[src/sv/i2cm_pkg.sv]
// ----------------------------------------------------------------------------
// i2cm_pkg
// Types and codes shared by the I2C register-transfer master.
// ----------------------------------------------------------------------------
package i2cm_pkg;

	// Item kinds on the input channel
	localparam logic [1:0] MODE_TICK  = 2'd0;
	localparam logic [1:0] MODE_START = 2'd1;
	localparam logic [1:0] MODE_WBYTE = 2'd2;

	// Configuration register indexes
	localparam logic [1:0] CFG_SLAVE_ADDRESS = 2'd0;
	localparam logic [1:0] CFG_PHASE_TICKS   = 2'd1;
	localparam logic [1:0] CFG_ACK_TIMEOUT   = 2'd2;

	localparam logic [7:0] PHASE_TICKS_RST = 8'd1;
	localparam logic [9:0] ACK_TIMEOUT_RST = 10'd300;

	// Bus sequencer phases
	localparam logic [4:0] PH_IDLE      = 5'd0;
	localparam logic [4:0] PH_ST0       = 5'd1;
	localparam logic [4:0] PH_ST1       = 5'd2;
	localparam logic [4:0] PH_ST2       = 5'd3;
	localparam logic [4:0] PH_TX_SET    = 5'd4;
	localparam logic [4:0] PH_TX_HI     = 5'd5;
	localparam logic [4:0] PH_TX_LO     = 5'd6;
	localparam logic [4:0] PH_AK_REL    = 5'd7;
	localparam logic [4:0] PH_AK_HI     = 5'd8;
	localparam logic [4:0] PH_AK_POLL   = 5'd9;
	localparam logic [4:0] PH_WAIT_BYTE = 5'd10;
	localparam logic [4:0] PH_RX_LO     = 5'd11;
	localparam logic [4:0] PH_RX_HI     = 5'd12;
	localparam logic [4:0] PH_RX_SMP    = 5'd13;
	localparam logic [4:0] PH_MA0       = 5'd14;
	localparam logic [4:0] PH_MA1       = 5'd15;
	localparam logic [4:0] PH_MA2       = 5'd16;
	localparam logic [4:0] PH_SP0       = 5'd17;
	localparam logic [4:0] PH_SP1       = 5'd18;
	localparam logic [4:0] PH_SP2       = 5'd19;
	localparam logic [4:0] PH_SP_END    = 5'd20;

	// Which byte of the transfer is on the bus
	localparam logic [2:0] SG_ADDR_W = 3'd0;
	localparam logic [2:0] SG_REG_HI = 3'd1;
	localparam logic [2:0] SG_REG_LO = 3'd2;
	localparam logic [2:0] SG_DATA_W = 3'd3;
	localparam logic [2:0] SG_ADDR_R = 3'd4;
	localparam logic [2:0] SG_DATA_R = 3'd5;

	typedef struct packed {
		logic [6:0] slave_address;
		logic [7:0] phase_ticks;
		logic [9:0] ack_timeout;
	} cfg_t;

	typedef struct packed {
		logic [1:0]  mode;
		logic        sda_in;
		logic        is_read;
		logic [15:0] register_address;
		logic [7:0]  byte_count;
		logic [7:0]  write_byte;
	} item_t;

	typedef struct packed {
		logic [4:0]  phase;
		logic [3:0]  bit_index;
		logic [7:0]  shift_byte;
		logic [7:0]  bytes_left;
		logic [9:0]  ack_polls;
		logic [7:0]  delay_left;
		logic [15:0] held_register;
		logic        read_flag;
		logic        scl_level;
		logic        sda_level;
		logic [2:0]  stage;
		logic        fail_flag;
	} state_t;

	typedef struct packed {
		logic       scl;
		logic       sda_release;
		logic       busy_res;
		logic       need_byte;
		logic [7:0] read_byte;
		logic       read_valid;
		logic       done_res;
		logic       failed;
	} res_t;

	localparam state_t STATE_RST = '{
		phase: PH_IDLE, bit_index: 4'd0, shift_byte: 8'd0, bytes_left: 8'd0,
		ack_polls: 10'd0, delay_left: 8'd0, held_register: 16'd0, read_flag: 1'b0,
		scl_level: 1'b1, sda_level: 1'b1, stage: SG_ADDR_W, fail_flag: 1'b0
	};

endpackage

[src/sv/i2cm_step.sv]
// ----------------------------------------------------------------------------
// i2cm_step
// Next-state and result logic of the bus sequencer for one input beat.
// ----------------------------------------------------------------------------
module i2cm_step (
	input  i2cm_pkg::cfg_t   cfg,
	input  i2cm_pkg::item_t  item,
	input  i2cm_pkg::state_t st,
	output i2cm_pkg::state_t ns,
	output i2cm_pkg::res_t   res
);
	import i2cm_pkg::*;

	logic [7:0] reload;
	logic [3:0] bit_inc;
	logic [7:0] bytes_dec;
	logic [7:0] rx_shift;
	logic       rb_valid;
	logic [7:0] rb_data;
	logic       done;
	logic       fail;

	// Enter a phase and load its wait count
	function automatic state_t go_to(state_t s, logic [4:0] nxt, logic [7:0] rl);
		state_t r;
		r = s;
		r.phase = nxt;
		r.delay_left = rl;
		return r;
	endfunction

	assign reload    = (cfg.phase_ticks == 8'd0) ? 8'd0 : cfg.phase_ticks - 8'd1;
	assign bit_inc   = st.bit_index + 4'd1;
	assign bytes_dec = (st.bytes_left != 8'd0) ? st.bytes_left - 8'd1 : 8'd0;
	assign rx_shift  = {st.shift_byte[6:0], item.sda_in};

	// Advance the sequencer
	always_comb begin
		ns = st;
		rb_valid = 1'b0;
		rb_data = 8'd0;
		done = 1'b0;
		fail = 1'b0;
		if (item.mode == MODE_START && st.phase == PH_IDLE) begin
			ns.read_flag = item.is_read;
			ns.held_register = item.register_address;
			ns.bytes_left = item.byte_count;
			ns.shift_byte = {cfg.slave_address, 1'b0};
			ns.bit_index = 4'd0;
			ns.ack_polls = 10'd0;
			ns.stage = SG_ADDR_W;
			ns.fail_flag = 1'b0;
			ns.phase = PH_ST0;
			ns.delay_left = 8'd0;
		end else if (item.mode == MODE_WBYTE && st.phase == PH_WAIT_BYTE) begin
			ns.shift_byte = item.write_byte;
			ns.bit_index = 4'd0;
			ns.phase = PH_TX_SET;
			ns.delay_left = 8'd0;
		end else if (item.mode == MODE_TICK && st.phase != PH_IDLE) begin
			if (st.delay_left != 8'd0) begin
				ns.delay_left = st.delay_left - 8'd1;
			end else begin
				case (st.phase)
					PH_ST0: begin
						ns.scl_level = 1'b1;
						ns.sda_level = 1'b1;
						ns = go_to(ns, PH_ST1, reload);
					end
					PH_ST1: begin
						ns.sda_level = 1'b0;
						ns = go_to(ns, PH_ST2, reload);
					end
					PH_ST2: begin
						ns.scl_level = 1'b0;
						ns.bit_index = 4'd0;
						ns = go_to(ns, PH_TX_SET, reload);
					end
					PH_TX_SET: begin
						ns.scl_level = 1'b0;
						ns.sda_level = st.shift_byte[7];
						ns = go_to(ns, PH_TX_HI, reload);
					end
					PH_TX_HI: begin
						ns.scl_level = 1'b1;
						ns = go_to(ns, PH_TX_LO, reload);
					end
					PH_TX_LO: begin
						ns.scl_level = 1'b0;
						ns.shift_byte = {st.shift_byte[6:0], 1'b0};
						ns.bit_index = bit_inc;
						ns = go_to(ns, (bit_inc >= 4'd8) ? PH_AK_REL : PH_TX_SET, reload);
					end
					PH_AK_REL: begin
						ns.scl_level = 1'b0;
						ns.sda_level = 1'b1;
						ns = go_to(ns, PH_AK_HI, reload);
					end
					PH_AK_HI: begin
						ns.scl_level = 1'b1;
						ns.ack_polls = 10'd0;
						ns = go_to(ns, PH_AK_POLL, reload);
					end
					PH_AK_POLL: begin
						if (!item.sda_in) begin
							// ACK seen: pick the next byte of the transfer
							ns.scl_level = 1'b0;
							case (st.stage)
								SG_ADDR_W: begin
									ns.shift_byte = st.held_register[15:8];
									ns.bit_index = 4'd0;
									ns.stage = SG_REG_HI;
									ns = go_to(ns, PH_TX_SET, reload);
								end
								SG_REG_HI: begin
									ns.shift_byte = st.held_register[7:0];
									ns.bit_index = 4'd0;
									ns.stage = SG_REG_LO;
									ns = go_to(ns, PH_TX_SET, reload);
								end
								SG_REG_LO: begin
									if (st.read_flag) begin
										ns.shift_byte = {cfg.slave_address, 1'b1};
										ns.stage = SG_ADDR_R;
										ns = go_to(ns, PH_ST0, reload);
									end else begin
										ns.stage = SG_DATA_W;
										ns = go_to(ns, (st.bytes_left != 8'd0) ?
											PH_WAIT_BYTE : PH_SP0, reload);
									end
								end
								SG_DATA_W: begin
									ns.bytes_left = bytes_dec;
									ns = go_to(ns, (bytes_dec != 8'd0) ?
										PH_WAIT_BYTE : PH_SP0, reload);
								end
								SG_ADDR_R: begin
									ns.stage = SG_DATA_R;
									ns.bit_index = 4'd0;
									ns = go_to(ns, (st.bytes_left != 8'd0) ?
										PH_RX_LO : PH_SP0, reload);
								end
								default: begin
									ns = go_to(ns, PH_SP0, reload);
								end
							endcase
						end else if (st.ack_polls >= cfg.ack_timeout) begin
							// Timeout: go straight to the stop
							ns.fail_flag = 1'b1;
							ns.phase = PH_SP0;
							ns.delay_left = 8'd0;
						end else begin
							ns.ack_polls = st.ack_polls + 10'd1;
						end
					end
					PH_WAIT_BYTE: begin
						ns = st;
					end
					PH_RX_LO: begin
						ns.scl_level = 1'b0;
						ns.sda_level = 1'b1;
						ns = go_to(ns, PH_RX_HI, reload);
					end
					PH_RX_HI: begin
						ns.scl_level = 1'b1;
						ns = go_to(ns, PH_RX_SMP, reload);
					end
					PH_RX_SMP: begin
						ns.shift_byte = rx_shift;
						ns.bit_index = bit_inc;
						ns = go_to(ns, (bit_inc >= 4'd8) ? PH_MA0 : PH_RX_LO, reload);
					end
					PH_MA0: begin
						// Deliver the byte, ACK unless it is the last one
						rb_valid = 1'b1;
						rb_data = st.shift_byte;
						ns.scl_level = 1'b0;
						ns.sda_level = (st.bytes_left > 8'd1) ? 1'b0 : 1'b1;
						ns = go_to(ns, PH_MA1, reload);
					end
					PH_MA1: begin
						ns.scl_level = 1'b1;
						ns = go_to(ns, PH_MA2, reload);
					end
					PH_MA2: begin
						ns.scl_level = 1'b0;
						ns.sda_level = 1'b0;
						ns.bytes_left = bytes_dec;
						ns.bit_index = 4'd0;
						ns = go_to(ns, (bytes_dec != 8'd0) ? PH_RX_LO : PH_SP0, reload);
					end
					PH_SP0: begin
						ns.scl_level = 1'b0;
						ns.sda_level = 1'b0;
						ns = go_to(ns, PH_SP1, reload);
					end
					PH_SP1: begin
						ns.scl_level = 1'b1;
						ns = go_to(ns, PH_SP2, reload);
					end
					PH_SP2: begin
						ns.sda_level = 1'b1;
						ns = go_to(ns, PH_SP_END, reload);
					end
					PH_SP_END: begin
						done = 1'b1;
						fail = st.fail_flag;
						ns.fail_flag = 1'b0;
						ns.phase = PH_IDLE;
						ns.delay_left = 8'd0;
					end
					default: begin
						ns.phase = PH_IDLE;
						ns.delay_left = 8'd0;
					end
				endcase
			end
		end
	end

	// Result seen after this beat
	always_comb begin
		res.scl = ns.scl_level;
		res.sda_release = ns.sda_level;
		res.busy_res = (ns.phase != PH_IDLE);
		res.need_byte = (ns.phase == PH_WAIT_BYTE);
		res.read_byte = rb_data;
		res.read_valid = rb_valid;
		res.done_res = done;
		res.failed = fail;
	end

endmodule

[src/sv/i2c_master_reg16_transfer_top.sv]
// ----------------------------------------------------------------------------
// i2c_master_reg16_transfer_top
// Pin-level I2C master for targets with 16-bit register addresses. Every
// input beat is a tick (with a sampled SDA level), a start command or a write
// byte, and each beat yields exactly one result beat carrying the SCL and SDA
// drive levels and the transfer status. The block takes one beat per cycle
// while the result is not stalled; a beat is captured in an input register
// and its result is loaded into the result register once that register is free,
// with the sequencer state updated in the same step. A stalled result holds
// the input register, which drops in_ready until the result beat is taken.
// Each pin action lasts phase_ticks ticks; configuration writes go straight
// into the registers and are meant for idle periods.
// ----------------------------------------------------------------------------
module i2c_master_reg16_transfer_top (
	input  logic        clk,
	input  logic        arst_n,
	input  logic        cfg_we,
	input  logic [1:0]  cfg_addr,
	input  logic [9:0]  cfg_wdata,
	input  logic        in_valid,
	output logic        in_ready,
	input  logic [1:0]  mode,
	input  logic        sda_in,
	input  logic        is_read,
	input  logic [15:0] register_address,
	input  logic [7:0]  byte_count,
	input  logic [7:0]  write_byte,
	output logic        out_valid,
	input  logic        out_ready,
	output logic        scl,
	output logic        sda_release,
	output logic        busy_res,
	output logic        need_byte,
	output logic [7:0]  read_byte,
	output logic        read_valid,
	output logic        done_res,
	output logic        failed
);
	import i2cm_pkg::*;

	cfg_t   cfg_q;
	item_t  item_s1;
	logic   valid_s1;
	state_t state_q;
	state_t state_nxt;
	res_t   res_nxt;
	res_t   res_q;
	logic   out_valid_q;
	logic   advance;

	// Configuration registers
	always_ff @(posedge clk or negedge arst_n) begin
		if (!arst_n) begin
			cfg_q.slave_address <= 7'd0;
			cfg_q.phase_ticks <= PHASE_TICKS_RST;
			cfg_q.ack_timeout <= ACK_TIMEOUT_RST;
		end else if (cfg_we) begin
			case (cfg_addr)
				CFG_SLAVE_ADDRESS: cfg_q.slave_address <= cfg_wdata[6:0];
				CFG_PHASE_TICKS:   cfg_q.phase_ticks <= cfg_wdata[7:0];
				CFG_ACK_TIMEOUT:   cfg_q.ack_timeout <= cfg_wdata;
				default: ;
			endcase
		end
	end

	// Move the held beat on when the result register is free
	assign advance  = !out_valid_q || out_ready;
	assign in_ready = !valid_s1 || advance;

	// Input register
	always_ff @(posedge clk or negedge arst_n) begin
		if (!arst_n) begin
			valid_s1 <= 1'b0;
		end else if (in_ready) begin
			valid_s1 <= in_valid;
		end
	end

	always_ff @(posedge clk) begin
		if (in_valid && in_ready) begin
			item_s1 <= '{mode: mode, sda_in: sda_in, is_read: is_read,
				register_address: register_address, byte_count: byte_count,
				write_byte: write_byte};
		end
	end

	i2cm_step u_step (
		.cfg  (cfg_q),
		.item (item_s1),
		.st   (state_q),
		.ns   (state_nxt),
		.res  (res_nxt)
	);

	// Sequencer state and result valid
	always_ff @(posedge clk or negedge arst_n) begin
		if (!arst_n) begin
			state_q <= STATE_RST;
			out_valid_q <= 1'b0;
		end else if (advance) begin
			out_valid_q <= valid_s1;
			if (valid_s1) begin
				state_q <= state_nxt;
			end
		end
	end

	// Result register
	always_ff @(posedge clk) begin
		if (advance && valid_s1) begin
			res_q <= res_nxt;
		end
	end

	assign out_valid   = out_valid_q;
	assign scl         = res_q.scl;
	assign sda_release = res_q.sda_release;
	assign busy_res    = res_q.busy_res;
	assign need_byte   = res_q.need_byte;
	assign read_byte   = res_q.read_byte;
	assign read_valid  = res_q.read_valid;
	assign done_res    = res_q.done_res;
	assign failed      = res_q.failed;

endmodule
[config.mk]
export PLATFORM = sky130hd
export DESIGN_NAME = i2c_master_reg16_transfer_top
export DESIGN_NICKNAME = d
export VERILOG_FILES = /design/src/sv/i2cm_pkg.sv /design/src/sv/i2cm_step.sv /design/src/sv/i2c_master_reg16_transfer_top.sv
export SDC_FILE = /design/constraint.sdc
export NUM_CORES = 1
export LEC_CHECK = 0
export ABC_AREA = 0
export BUFFER_PORTS_ARGS = -buffer_cell sky130_fd_sc_hd__buf_2
export CAP_MARGIN = 25
export CORE_ASPECT_RATIO = 0.8
export CORE_MARGIN = 2
export CORE_UTILIZATION = 30
export CTS_CLUSTER_DIAMETER = 50
export DETAILED_ROUTE_END_ITERATION = 6
export PLACE_DENSITY_LB_ADDON = 0.25
export SKIP_CTS_REPAIR_TIMING = 1
export SYNTH_ARGS = -nofsm -noshare
export SYNTH_HDL_FRONTEND = slang
export SYNTH_SLANG_ARGS = --single-unit
[constraint.sdc]
create_clock -name clk -period 3.5 [get_ports clk]
set_clock_uncertainty 0.1 [all_clocks]
set_input_delay 0.7 -clock clk [delete_from_list [all_inputs] [get_ports clk]]
set_output_delay 0.7 -clock clk [all_outputs]
set_load 0.03 [all_outputs]
**Word-level counts from Yosys, hierarchy flattened**

Cells that the tools add are included.

- Flip-flop bits (word level): 144
- Bits in latches: 0
- Memory bits (writable): 0
- Bits in read-only memories: 0
- Input bits: 53
- Output and inout port bits: 17
- Logic and storage cells: 208
- Memories: 0

- $add $sub $neg: 5
- Multiply operators: 0
- Divide/modulo/power cells: 0
- Order comparisons: 3
- Equality and inequality tests: 72
- Shift-type cells: 0
- Mux-type cells: 44
- Bitwise logic cells: 3
- Reductions and logical operators: 50

Operator list:

| operator | number |
|---|---|
| 66-bit 2-to-1 mux | 8 |
| 66-bit case mux with 5 select lines | 1 |
| 22-bit case mux with 10 select lines | 1 |
| 30-bit case mux with 6 select lines | 1 |
| 5-bit case mux with 19 select lines | 1 |
| 60-bit 2-to-1 mux | 1 |
| 23-bit 2-to-1 mux | 2 |
| 5-bit by 4-bit equality test with 1-bit output, second input constant | 9 |
| 2-bit by 1-bit inequality test with 1-bit output, second input constant | 21 |
| 8-bit 2-to-1 mux | 5 |
| 18-bit 2-to-1 mux | 2 |
| 35-bit 2-to-1 mux | 1 |
| 5-bit 2-to-1 mux | 6 |
| 5-bit equality test, second input constant | 5 |
| 3-bit by 2-bit inequality test with 1-bit output, second input constant | 8 |
| 8-bit case mux with 3 select lines | 1 |
| 8-bit nonzero test | 3 |
| 8-bit by 1-bit subtractor with 8-bit output, second input constant | 3 |
| 22-bit 2-to-1 mux | 1 |
| 21-bit AND reduction | 1 |
| 5-bit by 3-bit equality test with 1-bit output, second input constant | 4 |
| 20-bit 2-to-1 mux | 1 |
| 5-bit nonzero test | 4 |
| 18-bit AND reduction | 1 |
| other kinds (48) | 86 |

**Longest topological paths before layout**

- Depth after elaboration: 18
- Mapped depth: 11
- Mapped depth without buffers: 10

**Modules after synthesis**

A second synthesis with hierarchy kept.

- Cells, all modules: 872
- Area, all modules: 8780.9 sq um

By module, submodules not included:

| module | times used | cells an instance | area each (sq um) | sequential area each (sq um) |
|---|---|---|---|---|
| i2c_master_reg16_transfer_top | 1 | 253 | 5153.7 | 3867.5 |
| i2cm_step | 1 | 619 | 3627.2 | 0.0 |

**Worst setup path after synthesis**

No wires, ideal clock.

- Path kind: flip-flop to flip-flop
- From: reg state_q[31] in the netlist's numbering
- To: reg res_q (netlist bit busy_res), data pin
- Library setup time: 0.272 ns
- Data arrival time: 2.506 ns
- Data required time: 3.128 ns
- Path slack: 0.622 ns
- Stages on the path, launching flop included: 11
- Path buffers: 0
- Clock period less this slack: 2.878 ns
- Cell sequence: dfrtp_1 > inv_1 > ha_1 > or3b_1 > o2111ai_1 > a31oi_1 > o21ai_1 > a31oi_1 > o41ai_1 > nand3_1 > or4_1

RTL lines:

| element | RTL line | text |
|---|---|---|
| start: declaration | i2c_master_reg16_transfer_top.sv:44 | `state_t state_q;` |
| start signal: assignment | i2c_master_reg16_transfer_top.sv:104 | `state_q <= state_nxt;` |
| end signal: assignment | i2c_master_reg16_transfer_top.sv:112 | `res_q <= res_nxt;` |
| end: declaration | i2c_master_reg16_transfer_top.sv:47 | `res_t res_q;` |

==> qor.txt <==
Syn nets: 841
Vias: 6167
Post-synthesis sequential area ratio: 49.5%
Max cap viols: 0
Setup violations, final: 0
Tmin final: 3.25 ns
Fin. max-slew vios: 0
Final worst slack: 0.247 ns
Seq cells post-synth: 144
Yosys top cell by area: dfrtp_1
Outcome: completed
EDFF count, synth: 51
DR iter-0 viols: 445
PortBufs: 69
Hold Slack: 0.198 ns
Initial antenna violation count: 0
Placed inst area: 8690 µm²
Die height: 148 µm
Final Cycle Share: 92.9%
Storage cell area: 3870 µm²
Asr flop ratio synth: 64.6%
Top-area cell type share of the netlist area: 27.5%
Setup TNS: 0 ns
P_leak: 3.71 nW
Top post-synthesis cells by area: dfrtp_1 (28%), edfxtp_1 (20%), mux2_2 (6.2%)
Worst-margin pin slew: 1.02 ns
Layout filler cell count: 2549
Detailed Routing Iterations Pass 1: 5
Core footprint: 25400 µm²
Initial Utilization: 30.7%
Max IR drop VDD: 0.310 mV
DRC Markers: 0
Reg clk slew, reported paths: 0.07 ns
Area Overhead vs Synth: 18.8%
Fmax achieved: 307 MHz
Top cells by count, synth: dfrtp_1 (86), nor2_1 (67), nand2_1 (54), edfxtp_1 (51), a21oi_1 (46)
Ys flop type: dfrtp_1
CP Capture Type: flop
Synth cell types: 77
Worst-Skew Late Latency: 0.43 ns
CTS Buf Count: 17
Final net count: 921
Synth warn: 0
Final wirelength: 20400 µm
WP data required: 3.56 ns
Crit path kind: reg -> reg
CP arrival: 3.31 ns
Reg2reg end: busy_res$_DFFE_PP_
Post-Route Utilization: 36.5%
R2R setup slack: 0.25 ns
I/O pins: 70
Most numerous cell in the Yosys netlist: dfrtp_1
CTS tree: built
First-pass GRT wire length: 33100 µm
Final ANT Viol Nets: 0
Fin area: 9280 µm²
Worst slew margin: 30.6%
Mapped Area: 7810 µm²
Final RePlAce weighted congestion: 0.863
Fin. Hold Viols: 0
# diodes: 0
Rows: 52
Clock Path Buffers: 2
Share of cells above drive strength 1: 23.9%
Mapped Cells: 770
RSZ-0062 raised after global routing: false
Clock sink count: 144
FF-to-FF path depth: 10
Reg2reg start: state_q[31]$_DFFE_PN0P_
Pin count of the biggest net entering global routing: 52
HP Class: in -> async
Setup crit start kind: flop
Area occupied by multi-input gates: 3680 µm²
Root buffer cell: clkbuf_16
Die area: 27400 µm²
Vias in the first global route: 6044
Routed len/inst: 16.8 µm
H-tree Lvls: 4
Grt total ovfl: 0
Tot GR Track Use: 15.6%
Die Width: 184 µm
Mean Syn Cell Area: 10.1 µm²
Worst Path Max Fanout: 5
DP HPWL: 14600 µm
PwrDens: 658 nW/µm²
Drt via density: 5.08
Place WS: 0.210 ns
per-layer routing:
| metal | routed length, µm | global-route usage [%] | part of all wire [%] |
|---|---|---|---|
| met1 | 10200 | 23.3 | 50 |
| met2 | 8800 | 22.4 | 43 |
| met3 | 1190 | 3.84 | 5.9 |
| met4 | 207 | 3.96 | 1.0 |
| met5 | 0 | 0 | 0 |
sequential cells by signal, indices dropped and copies added, names as in the netlist:
name,count
state_q,66
item_s1,36
cfg_q,25
read_byte,8
busy_res,1
done_res,1
failed,1
need_byte,1
out_valid,1
read_valid,1
scl,1
sda_release,1
valid_s1,1
critical path, cell delays in order, from the launching register on:
cell,delay [ns]
dfrtp_1,0.40
inv_1,0.06
ha_1,0.26
or3b_1,0.37
o2111ai_1,0.09
a31oi_1,0.24
o21ai_1,0.28
a31oi_1,0.16
o41ai_2,0.35
nand3_1,0.13
or4_1,0.53
report_power, final:
part / internal (W) / switching, W / leakage, nW
combinational: 0.000787 / 0.00114 / 1.76
sequential: 0.00210 / 0.000289 / 1.66
clock: 0.00100 / 0.000786 / 0.283
worst max-delay path by stage:
stage                                    end               startpoint  slack [ns]
final                     busy_res$_DFFE_PP_  state_q[31]$_DFFE_PN0P_        0.25
after CTS                 busy_res$_DFFE_PP_  state_q[31]$_DFFE_PN0P_        0.19
after floorplan           busy_res$_DFFE_PP_  state_q[31]$_DFFE_PN0P_        0.62
after detailed placement  busy_res$_DFFE_PP_  state_q[31]$_DFFE_PN0P_        0.21
after global placement    busy_res$_DFFE_PP_  state_q[31]$_DFFE_PN0P_        0.25
after global routing      busy_res$_DFFE_PP_  state_q[31]$_DFFE_PN0P_        0.06
kinds of logic (layout without fill, tap and decap cells):
logic type | count (synthesis) | after routing | synth area share, %
AND/OR/NAND/NOR | 258 | 258 | 17.5
XOR/XNOR | 10 | 10 | 1.12
AO/OA/AOI/OAI | 220 | 220 | 18.0
buffers and inverters | 68 | 161 | 3.57
flip-flops | 144 | 144 | 49.5
multiplexers | 51 | 51 | 7.35
adder cells (fa/ha/maj) | 19 | 19 | 3.01
through the flow:
stage,power (W),cells
6_report,0.00610,1214
5_1_grt,0.00650,1214
4_1_cts,0.00615,1213
3_5_place_dp,0.00433,1181
3_3_place_gp,0.00432,1181
2_1_floorplan,0.00374,770
cell type report:
cell class                      count  share of cell area, %
Timing Repair Buffer              103                   6.63
Clock buffer                       17                   4.58
Inverter                           26                   1.05
Multi-Input combinational cell    558                   39.7
Sequential cell                   144                   41.7
Clock inverter                     15                   1.60
Tap cell                          351                   4.73
cell usage in the layout (no fill, tap or decap), types with 19 or more instances in the layout:
master / n
a21oi_1: 46
buf_4: 34
o21ai_1: 44
buf_2: 68
o21ai_0: 41
nor2_1: 67
nand2_1: 54
inv_1: 23
dfrtp_1: 86
edfxtp_1: 51
nor3_1: 19
mux2_2: 43
No activity file was read; power rests on OpenSTA's default activity.
